--- src/sv/isc_pkg.sv ---
// isc_pkg: shared constants, types and the power-level helper for the init-script patcher
// used by isc_patch, init_script_command_patcher and isc_checker; depends on nothing
`timescale 1ns / 1ps
`default_nettype none

package isc_pkg;

   localparam int POWER_LEVELS = 16;

   localparam int BYTE_W  = 8;
   localparam int INDEX_W = 9;
   localparam int OPC_W   = 16;
   localparam int COUNT_W = 24;
   localparam int PKT_W   = 16;
   localparam int DB_W    = 7;
   localparam int PWR_W   = 9;
   localparam int CSR_W   = 24;
   localparam int CSR_IDX_W = 2;

   localparam logic [OPC_W-1:0] OPC_POWER_VECTOR = 16'hFD82;
   localparam logic [OPC_W-1:0] OPC_POWER_LEVEL  = 16'hFD87;
   localparam logic [OPC_W-1:0] OPC_SLEEP_CFG    = 16'hFD0C;

   localparam logic [BYTE_W-1:0] PKT_TYPE_CMD = 8'd1;

   localparam logic signed [PWR_W-1:0] DB_FLOOR       = -9'sd35;
   localparam logic signed [PWR_W-1:0] DB_STEP        = 9'sd5;
   localparam logic signed [PWR_W-1:0] LEVEL_LIMIT_DB = 9'sd4;
   localparam logic signed [PWR_W-1:0] DB_START_GFSK  = 9'sd12;
   localparam logic signed [PWR_W-1:0] DB_START_EDR   = 9'sd10;
   localparam logic [2:0] MAX_STEPS = 3'd6;

   localparam logic [COUNT_W-1:0] BYTES_MAX = 24'hFFFFFF;

   // run status codes
   localparam logic [1:0] ST_RUNNING  = 2'd0;
   localparam logic [1:0] ST_DONE     = 2'd1;
   localparam logic [1:0] ST_BAD_TYPE = 2'd2;
   localparam logic [1:0] ST_MISMATCH = 2'd3;

   // parser phases
   localparam logic [1:0] PH_TYPE = 2'd0;
   localparam logic [1:0] PH_BODY = 2'd1;
   localparam logic [1:0] PH_IDLE = 2'd2;

   // register indexes
   localparam logic [CSR_IDX_W-1:0] CSR_MAX_POWER    = 2'd0;
   localparam logic [CSR_IDX_W-1:0] CSR_SLEEP_EN     = 2'd1;
   localparam logic [CSR_IDX_W-1:0] CSR_SCRIPT_SIZE  = 2'd2;
   localparam logic [CSR_IDX_W-1:0] CSR_EXP_PACKETS  = 2'd3;

   localparam logic signed [DB_W-1:0] MAX_POWER_RESET   = 7'sd13;
   localparam logic [COUNT_W-1:0]     SCRIPT_SIZE_RESET = 24'hFFFFFF;
   localparam logic [PKT_W-1:0]       EXP_PACKETS_RESET = 16'd300;

   typedef struct packed {
      logic [OPC_W-1:0]         opcode;
      logic [BYTE_W-1:0]        mod_kind;
      logic signed [DB_W-1:0]   max_power_db;
      logic                     sleep_enable;
   } patch_ctx_type;

   // highest level whose power is below the limit; start values are at most 12 dB,
   // so three steps always settle
   function automatic logic [BYTE_W-1:0] level_below_limit(input logic signed [PWR_W-1:0] p);
      logic signed [PWR_W-1:0] q;
      logic [BYTE_W-1:0]       lvl;
      logic                    hit;
      q   = p;
      lvl = BYTE_W'(POWER_LEVELS - 1);
      hit = 1'b0;
      for (int i = 0; i < 3; i++) begin
         if (!hit) begin
            if (q < LEVEL_LIMIT_DB) begin
               hit = 1'b1;
            end else if (lvl != '0) begin
               q   = q - DB_STEP;
               lvl = lvl - 8'd1;
            end
         end
      end
      return lvl;
   endfunction

endpackage

`default_nettype wire

--- src/sv/isc_patch.sv ---
// isc_patch: byte rewrite for the power-vector, power-level and sleep-config commands
// depends on isc_pkg
`timescale 1ns / 1ps
`default_nettype none

module isc_patch (
   input  var isc_pkg::patch_ctx_type       ctx,
   input  logic [isc_pkg::INDEX_W-1:0]      idx,
   input  logic [isc_pkg::BYTE_W-1:0]       byte_raw,
   output logic [isc_pkg::BYTE_W-1:0]       byte_out
);
   import isc_pkg::*;

   logic signed [PWR_W-1:0] max_ext;
   logic signed [PWR_W-1:0] vec_lim;
   logic signed [PWR_W-1:0] lvl_lim;
   logic signed [PWR_W-1:0] vec_raw;
   logic signed [PWR_W-1:0] vec_db;
   logic [INDEX_W-1:0]      steps_left;
   logic [2:0]              steps;
   logic [PWR_W-1:0]        drop;
   logic                    in_vec;
   logic                    in_lvl;

   assign max_ext = PWR_W'(ctx.max_power_db);

   // limited start power for the vector, from the modulation byte
   always_comb begin
      vec_lim = (ctx.mod_kind == '0) ? DB_START_GFSK : DB_START_EDR;
      if (max_ext < vec_lim) vec_lim = max_ext;
   end

   // limited power for the level table, modulation kind is idx - 3
   always_comb begin
      lvl_lim = (idx == INDEX_W'(3)) ? DB_START_GFSK : DB_START_EDR;
      if (max_ext < lvl_lim) lvl_lim = max_ext;
   end

   assign in_vec = (idx >= INDEX_W'(5)) && (idx <= INDEX_W'(POWER_LEVELS + 3));
   assign in_lvl = (idx >= INDEX_W'(3)) && (idx <= INDEX_W'(5));

   assign steps_left = INDEX_W'(POWER_LEVELS + 3) - idx;
   assign steps      = (steps_left > INDEX_W'(MAX_STEPS)) ? MAX_STEPS : steps_left[2:0];
   assign drop       = PWR_W'(steps) * PWR_W'(5);
   assign vec_raw    = vec_lim - signed'(drop);

   always_comb begin
      vec_db = vec_raw;
      if ((steps_left != '0) && (vec_raw < DB_FLOOR)) vec_db = DB_FLOOR;
   end

   always_comb begin
      byte_out = byte_raw;
      case (ctx.opcode)
         OPC_POWER_VECTOR: begin
            if (in_vec) byte_out = {vec_db[BYTE_W-2:0], 1'b0};
         end
         OPC_POWER_LEVEL: begin
            if (in_lvl) byte_out = level_below_limit(lvl_lim);
         end
         OPC_SLEEP_CFG: begin
            if (idx == INDEX_W'(4)) byte_out = {{(BYTE_W-1){1'b0}}, ctx.sleep_enable};
         end
         default: begin
            byte_out = byte_raw;
         end
      endcase
   end

endmodule

`default_nettype wire

--- src/sv/init_script_command_patcher.sv ---
// init_script_command_patcher: parses init-script packets, patches command bytes, checks size
// depends on isc_pkg and isc_patch
//
//   channel | ports                                             | direction
//   req     | req_valid, req_ready, req_script_byte            | in
//   rsp     | rsp_valid, rsp_ready, rsp_cmd_byte, rsp_byte_valid, rsp_last_of_cmd, rsp_status | out
//   csr     | csr_write_en, csr_index, csr_wdata                | in, write only
//
// one byte per cycle sustained while rsp is not stalled: an input register, one pass of
// parse and patch logic, and an output register; a byte's result passes both registers onto rsp
// bytes that give no result (type bytes, bytes after done or fail) are still taken from req
// a stalled rsp holds the output register; req keeps flowing while the output is free
// reset clears the parser, the counters and the valid flags and sets the configuration registers to their defaults
`timescale 1ns / 1ps
`default_nettype none

module init_script_command_patcher (
   input  logic                            clock,
   input  logic                            reset,
   input  logic                            req_valid,
   output logic                            req_ready,
   input  logic [isc_pkg::BYTE_W-1:0]      req_script_byte,
   output logic                            rsp_valid,
   input  logic                            rsp_ready,
   output logic [isc_pkg::BYTE_W-1:0]      rsp_cmd_byte,
   output logic                            rsp_byte_valid,
   output logic                            rsp_last_of_cmd,
   output logic [1:0]                      rsp_status,
   input  logic                            csr_write_en,
   input  logic [isc_pkg::CSR_IDX_W-1:0]   csr_index,
   input  logic [isc_pkg::CSR_W-1:0]       csr_wdata
);
   import isc_pkg::*;

   // configuration
   logic signed [DB_W-1:0] max_power_ff;
   logic                   sleep_en_ff;
   logic [COUNT_W-1:0]     script_size_ff;
   logic [PKT_W-1:0]       exp_packets_ff;

   // input register
   logic                   in_valid_ff;
   logic [BYTE_W-1:0]      in_byte_ff;

   // parser state
   logic [1:0]             phase_ff, phase_in;
   logic [INDEX_W-1:0]     cmd_index_ff, cmd_index_in;
   logic [OPC_W-1:0]       opcode_ff, opcode_in;
   logic [BYTE_W-1:0]      plen_ff, plen_in;
   logic [BYTE_W-1:0]      mod_kind_ff, mod_kind_in;
   logic [COUNT_W-1:0]     consumed_ff, consumed_in;
   logic [PKT_W-1:0]       packets_ff, packets_in;
   logic [1:0]             status_ff, status_in;

   // output register
   logic                   out_valid_ff;
   logic [BYTE_W-1:0]      out_byte_ff, out_byte_in;
   logic                   out_bvalid_ff, out_bvalid_in;
   logic                   out_last_ff, out_last_in;
   logic [1:0]             out_status_ff;

   logic                   advance;
   logic                   produce;
   logic [COUNT_W-1:0]     consumed_inc;
   logic [INDEX_W-1:0]     last_index;
   logic [BYTE_W-1:0]      plen_eff;
   logic                   is_last;
   logic [BYTE_W-1:0]      patched;
   patch_ctx_type          ctx;

   assign advance   = in_valid_ff && (!out_valid_ff || rsp_ready);
   assign req_ready = !in_valid_ff || advance;

   assign ctx = {opcode_ff, mod_kind_ff, max_power_ff, sleep_en_ff};

   isc_patch u_patch (
      .ctx      (ctx),
      .idx      (cmd_index_ff),
      .byte_raw (in_byte_ff),
      .byte_out (patched)
   );

   assign consumed_inc = (consumed_ff < BYTES_MAX) ? consumed_ff + 24'd1 : consumed_ff;
   assign plen_eff     = (cmd_index_ff == INDEX_W'(2)) ? in_byte_ff : plen_ff;
   assign last_index   = INDEX_W'(2) + INDEX_W'(plen_eff);
   assign is_last      = (cmd_index_ff >= INDEX_W'(2)) && (cmd_index_ff == last_index);

   always_comb begin
      phase_in      = phase_ff;
      cmd_index_in  = cmd_index_ff;
      opcode_in     = opcode_ff;
      plen_in       = plen_ff;
      mod_kind_in   = mod_kind_ff;
      consumed_in   = consumed_ff;
      packets_in    = packets_ff;
      status_in     = status_ff;
      produce       = 1'b0;
      out_byte_in   = '0;
      out_bvalid_in = 1'b0;
      out_last_in   = 1'b0;
      case (phase_ff)
         PH_TYPE: begin
            if (consumed_ff >= script_size_ff) begin
               status_in = (packets_ff == exp_packets_ff) ? ST_DONE : ST_MISMATCH;
               phase_in  = PH_IDLE;
               produce   = 1'b1;
            end else if (in_byte_ff != PKT_TYPE_CMD) begin
               status_in = ST_BAD_TYPE;
               phase_in  = PH_IDLE;
               produce   = 1'b1;
            end else begin
               consumed_in  = consumed_inc;
               cmd_index_in = '0;
               phase_in     = PH_BODY;
            end
         end
         PH_BODY: begin
            case (cmd_index_ff)
               INDEX_W'(0): opcode_in   = {opcode_ff[OPC_W-1:BYTE_W], in_byte_ff};
               INDEX_W'(1): opcode_in   = {in_byte_ff, opcode_ff[BYTE_W-1:0]};
               INDEX_W'(2): plen_in     = in_byte_ff;
               INDEX_W'(3): mod_kind_in = in_byte_ff;
               default:     opcode_in   = opcode_ff;
            endcase
            consumed_in   = consumed_inc;
            cmd_index_in  = cmd_index_ff + 9'd1;
            produce       = 1'b1;
            out_byte_in   = patched;
            out_bvalid_in = 1'b1;
            out_last_in   = is_last;
            if (is_last) begin
               packets_in = packets_ff + 16'd1;
               phase_in   = PH_TYPE;
               if (consumed_inc >= script_size_ff) begin
                  status_in = (packets_in == exp_packets_ff) ? ST_DONE : ST_MISMATCH;
                  phase_in  = PH_IDLE;
               end
            end
         end
         default: begin
            produce = 1'b0;
         end
      endcase
   end

   // configuration registers
   always_ff @(posedge clock) begin
      if (reset) begin
         max_power_ff   <= MAX_POWER_RESET;
         sleep_en_ff    <= 1'b0;
         script_size_ff <= SCRIPT_SIZE_RESET;
         exp_packets_ff <= EXP_PACKETS_RESET;
      end else if (csr_write_en) begin
         case (csr_index)
            CSR_MAX_POWER:   max_power_ff   <= signed'(csr_wdata[DB_W-1:0]);
            CSR_SLEEP_EN:    sleep_en_ff    <= csr_wdata[0];
            CSR_SCRIPT_SIZE: script_size_ff <= csr_wdata[COUNT_W-1:0];
            CSR_EXP_PACKETS: exp_packets_ff <= csr_wdata[PKT_W-1:0];
            default:         sleep_en_ff    <= sleep_en_ff;
         endcase
      end
   end

   // input register
   always_ff @(posedge clock) begin
      if (reset) begin
         in_valid_ff <= 1'b0;
      end else if (req_ready) begin
         in_valid_ff <= req_valid;
      end
   end

   always_ff @(posedge clock) begin
      if (req_valid && req_ready) begin
         in_byte_ff <= req_script_byte;
      end
   end

   // parser state
   always_ff @(posedge clock) begin
      if (reset) begin
         phase_ff     <= PH_TYPE;
         cmd_index_ff <= '0;
         opcode_ff    <= '0;
         plen_ff      <= '0;
         mod_kind_ff  <= '0;
         consumed_ff  <= '0;
         packets_ff   <= '0;
         status_ff    <= ST_RUNNING;
      end else if (advance) begin
         phase_ff     <= phase_in;
         cmd_index_ff <= cmd_index_in;
         opcode_ff    <= opcode_in;
         plen_ff      <= plen_in;
         mod_kind_ff  <= mod_kind_in;
         consumed_ff  <= consumed_in;
         packets_ff   <= packets_in;
         status_ff    <= status_in;
      end
   end

   // output register
   always_ff @(posedge clock) begin
      if (reset) begin
         out_valid_ff <= 1'b0;
      end else if (advance && produce) begin
         out_valid_ff <= 1'b1;
      end else if (rsp_ready) begin
         out_valid_ff <= 1'b0;
      end
   end

   always_ff @(posedge clock) begin
      if (advance && produce) begin
         out_byte_ff   <= out_byte_in;
         out_bvalid_ff <= out_bvalid_in;
         out_last_ff   <= out_last_in;
         out_status_ff <= status_in;
      end
   end

   assign rsp_valid       = out_valid_ff;
   assign rsp_cmd_byte    = out_byte_ff;
   assign rsp_byte_valid  = out_bvalid_ff;
   assign rsp_last_of_cmd = out_last_ff;
   assign rsp_status      = out_status_ff;

endmodule

`default_nettype wire

--- config.mk ---
export PLATFORM = sky130hd
export DESIGN_NAME = init_script_command_patcher
export DESIGN_NICKNAME = d
export VERILOG_FILES = /design/src/sv/isc_pkg.sv /design/src/sv/isc_patch.sv /design/src/sv/init_script_command_patcher.sv
export SDC_FILE = /design/constraint.sdc
export NUM_CORES = 1
export LEC_CHECK = 0
export CORE_ASPECT_RATIO = 1.25
export CORE_UTILIZATION = 35
export CTS_CLUSTER_SIZE = 30
export DETAILED_ROUTE_END_ITERATION = 6
export DONT_BUFFER_PORTS = 1
export GPL_TIMING_DRIVEN = 0
export SYNTH_ARGS = -nofsm -noshare
export SYNTH_HDL_FRONTEND = slang
export SYNTH_SLANG_ARGS = --single-unit
--- constraint.sdc ---
create_clock -name clock -period 10.5 [get_ports clock]
set_input_delay 1.05 -clock clock [delete_from_list [all_inputs] [get_ports clock]]
set_output_delay 1.05 -clock clock [all_outputs]
set_load 0.02 [all_outputs]
[Word-level counts from Yosys, hierarchy flattened]
Index checks and enable logic that the tools add are counted.
Storage, ports and cells
  bits in registers: 155
  input bits: 39
  word-level logic and storage cells: 160
Operators by class
  add/sub/neg operators: 10
  $mul: 1
  order comparisons: 15
  equality and inequality tests: 18
  multiplexer cells: 63
  bitwise gates (word level): 2
  reduce and logical (&&, ||, !) cells: 31
Operators by type and width (count)
  $mux W8: 14
  $mux W9: 12
  $mux W24: 3
  $eq A16 B16 Y1 const B: 3
  $ge A24 B24 Y1: 2
  $pmux W24 S2: 1
  $eq A16 B16 Y1: 2
  $pmux W16 S2: 1
  $lt A9 B4 Y1 const B: 3
  $add A24 B1 Y24 const B: 1
  $lt A24 B24 Y1 const B: 1
  $pmux W8 S3: 1
  $mux W2: 10
  $eq A9 B2 Y1 const B: 2
  $ge A9 B2 Y1 const B: 2
  $pmux W9 S2: 1
  $sub A9 B4 Y9 const B: 2
  $add A16 B1 Y16 const B: 1
  $reduce_bool A8 Y1: 2
  $sub A8 B1 Y8 const B: 2
  $lt A7 B5 Y1: 2
  $mux W1: 13
  $reduce_and A4 Y1: 3
  $reduce_and A2 Y1: 5
  other kinds (31): 51

[Longest topological paths before layout]
Gate-level depths: netlist of the first run.
  word-level depth: 20
  depth in mapped cells: 22
  depth with buffers taken out: 21

[Hierarchy]
A second synthesis of the first run with hierarchy kept.
Unflattened totals
  cells, all modules: 1222
  area total of the unflattened synthesis: 10013.4 µm²
Modules (own cells, without submodules)
  init_script_command_patcher: times used 1, cells an instance 1009, area each 8615.8 µm², seq. area each 3303.2 µm²
  isc_patch: times used 1, cells an instance 213, area each 1397.6 µm², seq. area each 0.0 µm²

[Worst setup path after synthesis of the first run]
Ideal clock, no wire load.
  path type: register -> register
  start: register mod_kind_ff[4]
  end: register out_byte_ff[4], in the netlist rsp_cmd_byte[4], data pin
  library setup time: 257 ps
  arrival: 4226 ps
  required time: 10243 ps
  setup slack: 6017 ps
  stages on the path, launching flop included: 19
  buffers on the path: 0
  clock period less this slack: 4483 ps
  cells stage by stage: dfxtp_1 -> or4_1 -> nor2_1 -> inv_1 -> ha_1 -> o21a_1 -> o21ai_0 -> nand2_1 -> ha_1 -> nand2b_1 -> ha_1 -> fa_1 -> xor2_1 -> a2111oi_0 -> a21oi_1 -> a32o_1 -> o21ai_0 -> o21ai_0 -> a32o_1
Between the ends
  longest elaborated chain between the ends: 10
Ends and longest elaborated chain
  from (decl): line init_script_command_patcher.sv:50  | logic [BYTE_W-1:0] mod_kind_ff, mod_kind_in;
  from (signal assigned): line init_script_command_patcher.sv:195  | mod_kind_ff <= mod_kind_in;
  $logic_not A8 Y1 (*): line isc_patch.sv:29  | vec_lim = (ctx.mod_kind == '0) ? DB_START_GFSK : DB_START_EDR;
  $mux W3 (*): line isc_patch.sv:29
  $lt A7 B5 Y1: line isc_patch.sv:30  | if (max_ext < vec_lim) vec_lim = max_ext;
  $mux W9 (*): line isc_patch.sv:30
  $sub A9 B7 Y9 (*): line isc_patch.sv:45  | assign vec_raw = vec_lim - signed'(drop);
  $lt A9 B7 Y1: line isc_patch.sv:49  | if ((steps_left != '0) && (vec_raw < DB_FLOOR)) vec_db = DB_FLOOR;
  $logic_and A1 B1 Y1: line isc_patch.sv:49
  $mux W7 (*): line isc_patch.sv:49
  $mux W8 (*): line isc_patch.sv:56  | if (in_vec) byte_out = {vec_db[BYTE_W-2:0], 1'b0};
  $pmux W8 S3 (*): line isc_patch.sv:54  | case (ctx.opcode)
  to (signal assigned): line init_script_command_patcher.sv:215  | out_byte_ff <= out_byte_in;
  to (decl): line init_script_command_patcher.sv:57  | logic [BYTE_W-1:0] out_byte_ff, out_byte_in;
Mark *: on every way between the ends. The rest lies on a longest branch, timed or not.
A chain may end at the register's enable or synchronous reset.

[Final worst setup path of the first run]
  start: register cmd_index_ff[6]
  end: register out_byte_ff[0], in the netlist rsp_cmd_byte[0], data pin
Between the ends
  longest elaborated chain between the ends: 20
  elaborated cells on any way between the ends: 50
  those cells by class: add/sub: 4; order compare: 8; eq/ne: 2; mux: 32; reduce/logical: 4
Ends and longest elaborated chain
  from (decl): line init_script_command_patcher.sv:47  | logic [INDEX_W-1:0] cmd_index_ff, cmd_index_in;
  from (signal assigned): line init_script_command_patcher.sv:192  | cmd_index_ff <= cmd_index_in;
  $eq A9 B2 Y1: line isc_patch.sv:35  | lvl_lim = (idx == INDEX_W'(3)) ? DB_START_GFSK : DB_START_EDR;
  $mux W3: line isc_patch.sv:35
  $lt A7 B5 Y1: line isc_patch.sv:36  | if (max_ext < lvl_lim) lvl_lim = max_ext;
  $mux W9: line isc_patch.sv:36
  $lt A9 B4 Y1: line isc_pkg.sv:74  | if (q < LEVEL_LIMIT_DB) begin
  $mux W1: line isc_pkg.sv:74
  $mux W8: line isc_patch.sv:59  | if (in_lvl) byte_out = level_below_limit(lvl_lim);
  $mux W8: line isc_patch.sv:54
  [... 4 more ...]
  $mux W8: line isc_patch.sv:59
  $mux W8: line isc_patch.sv:54
  $sub A8 B1 Y8 / $reduce_bool A8 Y1 (equally long branches): line isc_pkg.sv:78, isc_pkg.sv:76
  $mux W8: line isc_pkg.sv:76  | end else if (lvl != '0) begin
  $mux W8: line isc_pkg.sv:74
  $mux W8: line isc_pkg.sv:73  | if (!hit) begin
  $mux W8: line isc_patch.sv:59
  $pmux W8 S3 (*): line isc_patch.sv:54
Mark *: on every way between the ends. The rest lies on a longest branch, timed or not. The select of a mux whose other input is x is not followed.

==> PnR_summary.wiki, run 1 <==
{| class="wikitable"
! Metric !! Value
|-
| Hold WS || 0.453 ns
|-
| Number of clock sinks seen by CTS || 155
|-
| I/O pin count || 53
|-
| Post CTS Setup Buffer Count || 0
|-
| Post-synth EDFFs || 20
|-
| Largest net degree at the start of global routing || 17
|-
| Initial DRT Pass Iterations || 5
|-
| Fraction of layout cells with a size suffix above 1 || 5.35%
|-
| Required time reported for the critical path endpoint || 10.78 ns
|-
| Port Buffer Count || 0
|-
| Num rows || 67
|-
| Leakage || 0.00452 uW
|-
| Count of synthesis-stage warnings from yosys || 0
|-
| ANT cells || 0
|-
| Worst r2r src || cmd_index_ff[6]
|-
| Hpwl dp || 20,000 um
|-
| Layout filler cell count || 2,777
|-
| CTS Root Cell || clkbuf_16
|-
| Synthesized cell area || 9720 um^2
|-
| Max-cap violation count || 0
|-
| Final worst-path cycle share || 52.0%
|-
| TritonCTS Buffers || 17
|-
| Post-synth top area share || 27.8%
|-
| Critical Path Slowest Stage Cell || nor3_1
|-
| Area of the die || 28,500 um^2
|-
| ANT nets after route || 0
|-
| Tot Pwr || 1340 uW
|-
| Achievable frequency || 183 MHz
|-
| Synthesized net count || 1,275
|-
| Count of final hold-check violations || 0
|-
| Total area of multi-input combinational cells || 5920 um^2
|-
| Setup slack on the worst flop-to-flop path || 5.04 ns
|-
| Worst supply voltage drop on vdd || 75.2 uV
|-
| CTS tree || built
|-
| Layout overhead on the synthesized area || 10.4%
|-
| CP Cell Sequence || or4_4, buf_6, nor3_1, inv_1, ha_1, o21a_1, o21ai_0, nand2_1, ha_1, clkbuf_1, nor4_1, a21oi_1, a211o_1, o21ai_0, nor4_1, mux2_2, and4b_1, o221ai_1, a21oi_1
|-
| Reg2Reg Capture Point || rsp_cmd_byte[0]
|-
| #FFs+latches synth || 155
|-
| Normalized max-slew margin || 28.0%
|-
| Kind of capture point of the worst setup path || flip-flop
|-
| Most used flip-flop cell after synthesis || dfxtp_1
|-
| Average wire per cell in the routed design || 17.5 um
|-
| Starting Density || 35.9%
|-
| Nets || 1,294
|-
| Crit path kind || reg2reg
|-
| Via total after detailed routing || 8,446
|-
| Post-synth cell types || 78
|-
| Part of the Yosys area used for sequential elements || 34.0%
|-
| Synthesized-area fraction occupied by adder cells || 9.34%
|-
| Area fraction in compound gates after synthesis || 14.8%
|-
| Top cells by count, synth || 141 x nand2_1, 135 x dfxtp_1, 105 x nor2_1, 71 x ha_1, 62 x a21oi_1
|-
| Combined flip-flop and latch cell area || 3300 um^2
|-
| Async set-reset flop share out of synthesis || 0%
|-
| CTS H-tree lvls || 4
|-
| Largest cells by area after synthesis || dfxtp_1 28%, ha_1 9.1%, edfxtp_1 6.2%, nand2_1 5.4%, xor2_1 4.2%
|-
| Cell type contributing the most total cell area after synthesis || dfxtp_1
|-
| Insertion delay to the later sink of the worst-skew pair || 0.44 ns
|-
| Max-slew violation count || 0
|-
| Synthesized area divided by synthesized cell count || 8.35 um^2
|-
| Vias in the first global route || 8,195
|-
| Transition time of the tightest slew-check pin || 1.07 ns
|-
| Post-Layout Cell Count || 1,541
|-
| Post-cts resize count || 0
|-
| Final worst-path setup slack || 5.04 ns
|-
| Die Y-Extent || 188 um
|-
| Cts-stage hold buffer count || 0
|-
| Synth Area in XOR/XNOR || 8.02%
|-
| Setup crit start || cmd_index_ff[6]
|-
| Register clock-pin slew on the reported worst setup and hold paths || 0.07 ns
|-
| Global Route Usage Sum || 19.5%
|-
| Remaining global-route overflow || 0
|-
| Die width || 151 um
|-
| Cell with the most instances after synthesis || nand2_1
|-
| Unrepaired setup endpoints after global routing || no
|-
| Number of antenna violations at the first check in global routing || 0
|-
| First-pass GRT wire length || 43,300 um
|-
| Startpoint type of the worst setup path || flip-flop
|-
| Simple-gate portion of the synthesized area || 23.9%
|-
| Sum of negative setup slack || 0 ns
|-
| Final critical-path required period || 5.46 ns
|-
| Skew final || 0.0116 ns
|-
| Type of the worst min-delay path || reg2reg
|-
| Drt drc || 0
|-
| CP max stage delay || 0.73 ns
|-
| Number of placed instances with taps included || 1,509
|-
| Combinational family with the most area after synthesis || simple AND/OR/NAND/NOR gates
|-
| End point of the most critical hold path || mod_kind_ff[0]
|-
| Final setup violation count || 0
|-
| Length in cells of the worst reg-to-reg path || 19
|-
| Total routed wirelength || 27,000 um
|-
| Routability Congestion || 0.882
|-
| Average vias per placed instance || 5.48
|-
| Maximum fanout along the worst path || 10
|-
| Power Density || 125 nW/um^2
|-
| Violation count after the first detailed-routing iteration || 603
|-
| Hold path startpoint || mod_kind_ff[0]
|-
| Count of cells along the worst hold path || 2
|-
| Buffer levels on the longest clock path || 2
|-
| Arrival time of data at the critical path endpoint || 5.74 ns
|-
| Result of the run || complete, no violations
|-
| Gate count after technology mapping || 1,164
|-
| Core Region || 27,100 um^2
|-
| Setup WS pre-CTS || 5.13 ns
|-
| Share of cell area taken by muxes after synthesis || 4.72%
|}
## cell type report
class / instances / share of cell area [%]
clock buffers: 20 / 4.36
flip-flops and latches: 155 / 30.8
plain buffers: 62 / 2.49
well taps: 345 / 4.02
inverters: 63 / 2.20
multi-input cells: 884 / 55.1
clock inverters: 12 / 1.03
## power breakdown
part	switching (uW)	leakage (uW)	internal, uW
clock network	271	0.000286	349
registers	10.5	0.00129	613
logic	64.4	0.00295	31.0
## state kept, by name, summed over array words and instances, names as in the netlist
| register | count |
|---|---|
| phase_ff | 2 |
| rsp_valid | 1 |
| plen_ff | 8 |
| exp_packets_ff | 16 |
| rsp_cmd_byte | 8 |
| opcode_ff | 16 |
| max_power_ff | 7 |
| in_byte_ff | 8 |
| rsp_status | 2 |
| status_ff | 2 |
| consumed_ff | 24 |
| in_valid_ff | 1 |
| packets_ff | 16 |
| rsp_byte_valid | 1 |
| cmd_index_ff | 9 |
| rsp_last_of_cmd | 1 |
| mod_kind_ff | 8 |
| sleep_en_ff | 1 |
| script_size_ff | 24 |
## cells by family (layout without fill, tap and decap cells)
logic type                 after synthesis  after routing
AOI/OAI and AO/OA                      212            212
xor gates and xnor gates                89             89
adders and majority gates               72             72
buffers and inverters                  125            157
DFF                                    155            155
muxes                                   45             45
and+or+nand+nor                        466            466
## worst max path at each step
stage                           end  cells after the start
floorplan           rsp_cmd_byte[4]                     18
global placement    rsp_cmd_byte[0]                     19
detailed placement  rsp_cmd_byte[0]                     19
CTS                 rsp_cmd_byte[0]                     19
global route        rsp_cmd_byte[0]                     19
finish              rsp_cmd_byte[0]                     19
## layout by cell type, fill, tap and decap left out, types with 13 or more instances in the layout
| cell | instances |
|---|---|
| nand2_1 | 141 |
| dfxtp_1 | 135 |
| nor2_1 | 105 |
| ha_1 | 71 |
| a21oi_1 | 62 |
| inv_1 | 58 |
| clkbuf_1 | 54 |
| xor2_1 | 47 |
| nand3_1 | 46 |
| xnor2_1 | 42 |
| o211ai_1 | 40 |
| mux2i_1 | 38 |
| nand4_1 | 36 |
| o21ai_0 | 30 |
| nor3_1 | 24 |
| edfxtp_1 | 20 |
| clkbuf_16 | 18 |
| and3_1 | 15 |
| a21o_1 | 15 |
| or4_1 | 13 |
## worst max-delay path, delay by kind of cell, from the launching register on
family	cells	cell delay, ns
AND/OR/NAND/NOR	6	2.01
adder cells (fa/ha/maj)	2	0.61
multiplexers	1	0.19
buffers and inverters	3	0.74
AO/OA/AOI/OAI	7	1.36
flip-flops	1	0.37
## metrics by stage
stage / util, % / area, um^2
global placement: 37.5 / 10200
detailed placement: 37.5 / 10200
finish: 39.6 / 10700
CTS: 39.6 / 10700
global route: 39.6 / 10700
floorplan: - / 9720
## routing by layer
metal | track usage (%) | wire length (um)
met1 | 24.5 | 11800
met2 | 32.8 | 13100
met3 | 3.54 | 1360
met4 | 7.62 | 760
met5 | 0 | 0
No activity file was read; power rests on OpenSTA's default activity.
==> inputs of run 2 (changes only) <==
--- a/config.mk
+++ b/config.mk
@@ -5,6 +5,7 @@
 export SDC_FILE = /design/constraint.sdc
 export NUM_CORES = 1
 export LEC_CHECK = 0
+export ABC_AREA = 1
 export CORE_ASPECT_RATIO = 1.25
 export CORE_UTILIZATION = 35
 export CTS_CLUSTER_SIZE = 30
==> constraint.sdc (replaced) <==
create_clock -name clock -period 5.5 [get_ports clock]
set_input_delay 0.55 -clock clock [delete_from_list [all_inputs] [get_ports clock]]
set_output_delay 0.55 -clock clock [all_outputs]
set_load 0.02 [all_outputs]
==> PnR_summary.wiki, run 2 <==
{| class="wikitable"
! Metric !! Value
|-
| Max-slew violation count || 0 (unchanged)
|-
| Vias in the first global route || 9,185 (was 8,195)
|-
| Share of total power consumed by net switching || 26.6% (was 25.8%)
|-
| Remaining global-route overflow || 0 (unchanged)
|-
| Area fraction in compound gates after synthesis || 16.2% (was 14.8%)
|-
| Num rows || 69 (was 67)
|-
| Design area || 11,300 um^2 (was 10,700 um^2)
|-
| Kind of capture point of the worst setup path || flip-flop (unchanged)
|-
| Synthesized net count || 1,569 (was 1,275)
|-
| Worst supply voltage drop on vdd || 133 uV (was 75.2 uV)
|-
| Insertion delay to the later sink of the worst-skew pair || 0.44 ns (about the same)
|-
| Post CTS Setup Buffer Count || 0 (unchanged)
|-
| Skew final || 0.0168 ns (was 0.0116 ns)
|-
| Unrepaired setup endpoints after global routing || no (unchanged)
|-
| Clock network power share || 44.8% (was 46.3%)
|-
| CTS Root Cell || clkbuf_16 (unchanged)
|-
| ANT cells || 0 (unchanged)
|-
| Via total after detailed routing || 9,627 (was 8,446)
|-
| Achievable frequency || 219 MHz (was 183 MHz)
|-
| Normalized max-slew margin || 41.4% (was 28.0%)
|-
| First-pass GRT wire length || 47,400 um (was 43,300 um)
|-
| Layout filler cell count || 3,048 (was 2,777)
|-
| Result of the run || complete, no violations (unchanged)
|-
| Number of clock sinks seen by CTS || 155 (unchanged)
|-
| Final critical-path required period || 4.57 ns (was 5.46 ns)
|-
| Total area of multi-input combinational cells || 6030 um^2 (was 5920 um^2)
|-
| Gate count after technology mapping || 1,458 (was 1,164)
|-
| Post-synth top area share || 26.4% (was 27.8%)
|-
| Final worst-path setup slack || 0.935 ns (was 5.04 ns)
|-
| Layout overhead on the synthesized area || 10.2% (was 10.4%)
|-
| Port Buffer Count || 0 (unchanged)
|-
| Largest cells by area after synthesis || dfxtp_1 26%, nand2_1 11%, ha_1 8.7%, inv_1 6.6%, edfxtp_1 5.9% (was dfxtp_1 28%, ha_1 9.1%, edfxtp_1 6.2%, nand2_1 5.4%, xor2_1 4.2%)
|-
| Setup WS pre-CTS || 0.999 ns (was 5.13 ns)
|-
| Synth Area in XOR/XNOR || 4.75% (was 8.02%)
|-
| Combined flip-flop and latch cell area || 3300 um^2 (unchanged)
|-
| Part of the Yosys area used for sequential elements || 32.2% (was 34.0%)
|-
| Final worst-path cycle share || 83.0% (was 52.0%)
|-
| Cell with the most instances after synthesis || nand2_1 (unchanged)
|-
| Sum of negative setup slack || 0 ns (unchanged)
|-
| Combinational group share of total power || 7.8% (was 7.1%)
|-
| Startpoint type of the worst setup path || flip-flop (unchanged)
|-
| Buffer levels on the longest clock path || 2 (unchanged)
|-
| Die width || 155 um (was 151 um)
|-
| Synthesized cell area || 10,300 um^2 (was 9720 um^2)
|-
| Switching power of the nets || 672 uW (was 346 uW)
|-
| Area of the die || 30,000 um^2 (was 28,500 um^2)
|-
| CTS tree || built (unchanged)
|-
| Power Density || 224 nW/um^2 (was 125 nW/um^2)
|-
| Transition time of the tightest slew-check pin || 0.870 ns (was 1.07 ns)
|-
| Starting Density || 35.9% (about the same)
|-
| Synthesized area divided by synthesized cell count || 7.03 um^2 (was 8.35 um^2)
|-
| Cts-stage hold buffer count || 0 (unchanged)
|-
| Initial DRT Pass Iterations || 6 (was 5)
|-
| Leakage || 0.00501 uW (was 0.00452 uW)
|-
| Post-layout utilization of the core || 39.5% (was 39.6%)
|-
| ANT nets after route || 0 (unchanged)
|-
| DP Area || 10,700 um^2 (was 10,200 um^2)
|-
| Most common cell after layout, fill and taps aside || nand2_1 (unchanged)
|-
| Average wire per cell in the routed design || 15.8 um (was 17.5 um)
|-
| Register clock-pin slew on the reported worst setup and hold paths || 0.07 ns (about the same)
|-
| Type of the worst min-delay path || in2reg (was reg2reg)
|-
| Die Y-Extent || 193 um (was 188 um)
|-
| Maximum fanout along the worst path || 6 (was 10)
|-
| Most used cells in the layout excluding fill and tap cells || 312 x nand2_1, 180 x inv_1, 144 x nor2_1 (was 141 x nand2_1, 135 x dfxtp_1, 105 x nor2_1)
|-
| Crit path kind || reg2reg (unchanged)
|-
| Hpwl dp || 23,000 um (was 20,000 um)
|-
| Core Region || 28,600 um^2 (was 27,100 um^2)
|-
| Post-synth cell types || 55 (was 78)
|-
| Async set-reset flop share out of synthesis || 0% (unchanged)
|-
| Combinational family with the most area after synthesis || simple AND/OR/NAND/NOR gates (unchanged)
|-
| Sequential power share || 47.4% (was 46.6%)
|-
| Max-cap violation count || 0 (unchanged)
|-
| Synthesized-area fraction occupied by adder cells || 8.86% (was 9.34%)
|-
| #FFs+latches synth || 155 (unchanged)
|-
| Most used flip-flop cell after synthesis || dfxtp_1 (unchanged)
|-
| Total routed wirelength || 29,700 um (was 27,000 um)
|-
| Average vias per placed instance || 5.12 (was 5.48)
|-
| Count of final hold-check violations || 0 (unchanged)
|-
| Largest net degree at the start of global routing || 17 (unchanged)
|-
| Required time reported for the critical path endpoint || 5.65 ns (was 10.78 ns)
|-
| I/O pin count || 53 (unchanged)
|-
| TritonCTS Buffers || 17 (unchanged)
|-
| Post-cts resize count || 0 (unchanged)
|-
| Nets || 1,588 (was 1,294)
|-
| Cell type contributing the most total cell area after synthesis || dfxtp_1 (unchanged)
|-
| Simple-gate portion of the synthesized area || 29.0% (was 23.9%)
|-
| Arrival time of data at the critical path endpoint || 4.72 ns (was 5.74 ns)
|-
| Violation count after the first detailed-routing iteration || 574 (was 603)
|-
| Routability Congestion || 0.913 (was 0.882)
|-
| Fraction of layout cells with a size suffix above 1 || 6.31% (was 5.35%)
|-
| Post-synth EDFFs || 20 (unchanged)
|-
| Count of synthesis-stage warnings from yosys || 0 (unchanged)
|-
| Global Route Usage Sum || 20.2% (was 19.5%)
|-
| Share of cell area taken by muxes after synthesis || 0.0976% (was 4.72%)
|-
| Number of antenna violations at the first check in global routing || 0 (unchanged)
|-
| Final setup violation count || 0 (unchanged)
|-
| Internal power summed over all cells || 1860 uW (was 993 uW)
|-
| Top cells by count, synth || 312 x nand2_1, 180 x inv_1, 144 x nor2_1, 135 x dfxtp_1, 112 x a21oi_1 (was 141 x nand2_1, 135 x dfxtp_1, 105 x nor2_1, 71 x ha_1, 62 x a21oi_1)
|-
| Drt drc || 0 (unchanged)
|-
| Regs by FF count || consumed_ff x24, script_size_ff x24 (unchanged)
|-
| CTS H-tree lvls || 4 (unchanged)
|}
run 2: changes by cell type after synthesis, moves of 28 or more:
| cell | delta |
|---|---|
| nand3_1 | +34 |
| nand2_1 | +171 |
| inv_1 | +122 |
| nor2_1 | +39 |
| mux2i_1 | -37 |
| clkbuf_1 | -28 |
| a21oi_1 | +50 |
| o21ai_0 | +64 |
| xnor2_1 | -31 |
run 2: worst paths after layout:
path | startpoint | endpoint | slack [ns] | cells after the start
worst max-delay path | consumed_ff[0] | rsp_status[1] | 0.93 | 24
worst min-delay path | req_script_byte[6] | in_byte_ff[6] | 0.22 | 0
worst max register to register | consumed_ff[0] | rsp_status[1] | 0.93 | 24
worst min register to register | status_ff[0] | status_ff[0] | 0.47 | 2
run 2: stage by stage:
stage	power (uW)	hold slack (ns)	std cells
2_1_floorplan	1360	0.444	1458
3_3_place_gp	1420	0.456	1848
3_5_place_dp	1420	0.457	1848
4_1_cts	2550	0.202	1879
5_1_grt	2630	0.198	1879
6_report	2530	0.216	1879
run 2: cell type report:
class / count / area share, %
multi-input combinational: 1076 / 53.4
sequential: 155 / 29.2
inverter: 187 / 6.26
tap: 390 / 4.32
clock buffer: 21 / 4.18
buffer: 40 / 1.85
clock inverter: 10 / 0.720
run 2: power by group through the flow:
stage	clock network [uW]	registers, uW	logic (uW)
after detailed placement	0	1220	197
after CTS	1150	1200	198
after global placement	0	1220	194
final	1130	1200	198
after floorplan	0	1220	146
after global routing	1200	1200	226
run 2: per-layer routing:
metal,vias up,wire length [um],track usage (%)
met3,61,1120,3.11
met1,4418,12800,23.8
met2,225,14600,35.7
met4,0,1150,9.31
met5,-,0,0
li1,4923,-,-
run 2: logic make-up (layout without fill, tap and decap cells):
kind of cell | after synthesis | in the layout
compound gates | 288 | 288
xor+xnor | 54 | 54
fa+ha+maj | 72 | 72
buf+inv | 227 | 258
flops | 155 | 155
mux | 1 | 1
simple gates | 661 | 661
run 2: critical path: stages (launching register included):
cell and delay, ns:
dfxtp_1 0.41, ha_1 0.20, nand2_1 0.10, inv_1 0.08
nand2_1 0.07, nor2_1 0.24, nand4_1 0.12, nor2_1 0.46
nor4_1 0.15, nand2_1 0.13, nor2_1 0.07, nand2_1 0.11
xor2_1 0.24, ha_1 0.29, nand2_1 0.06, inv_1 0.03
nor2_1 0.09, o21ai_0 0.10, a21oi_1 0.19, nand4_1 0.32
or2_2 0.38, nand2_1 0.08, nand3_1 0.08, nand3_1 0.11
o211ai_1 0.15
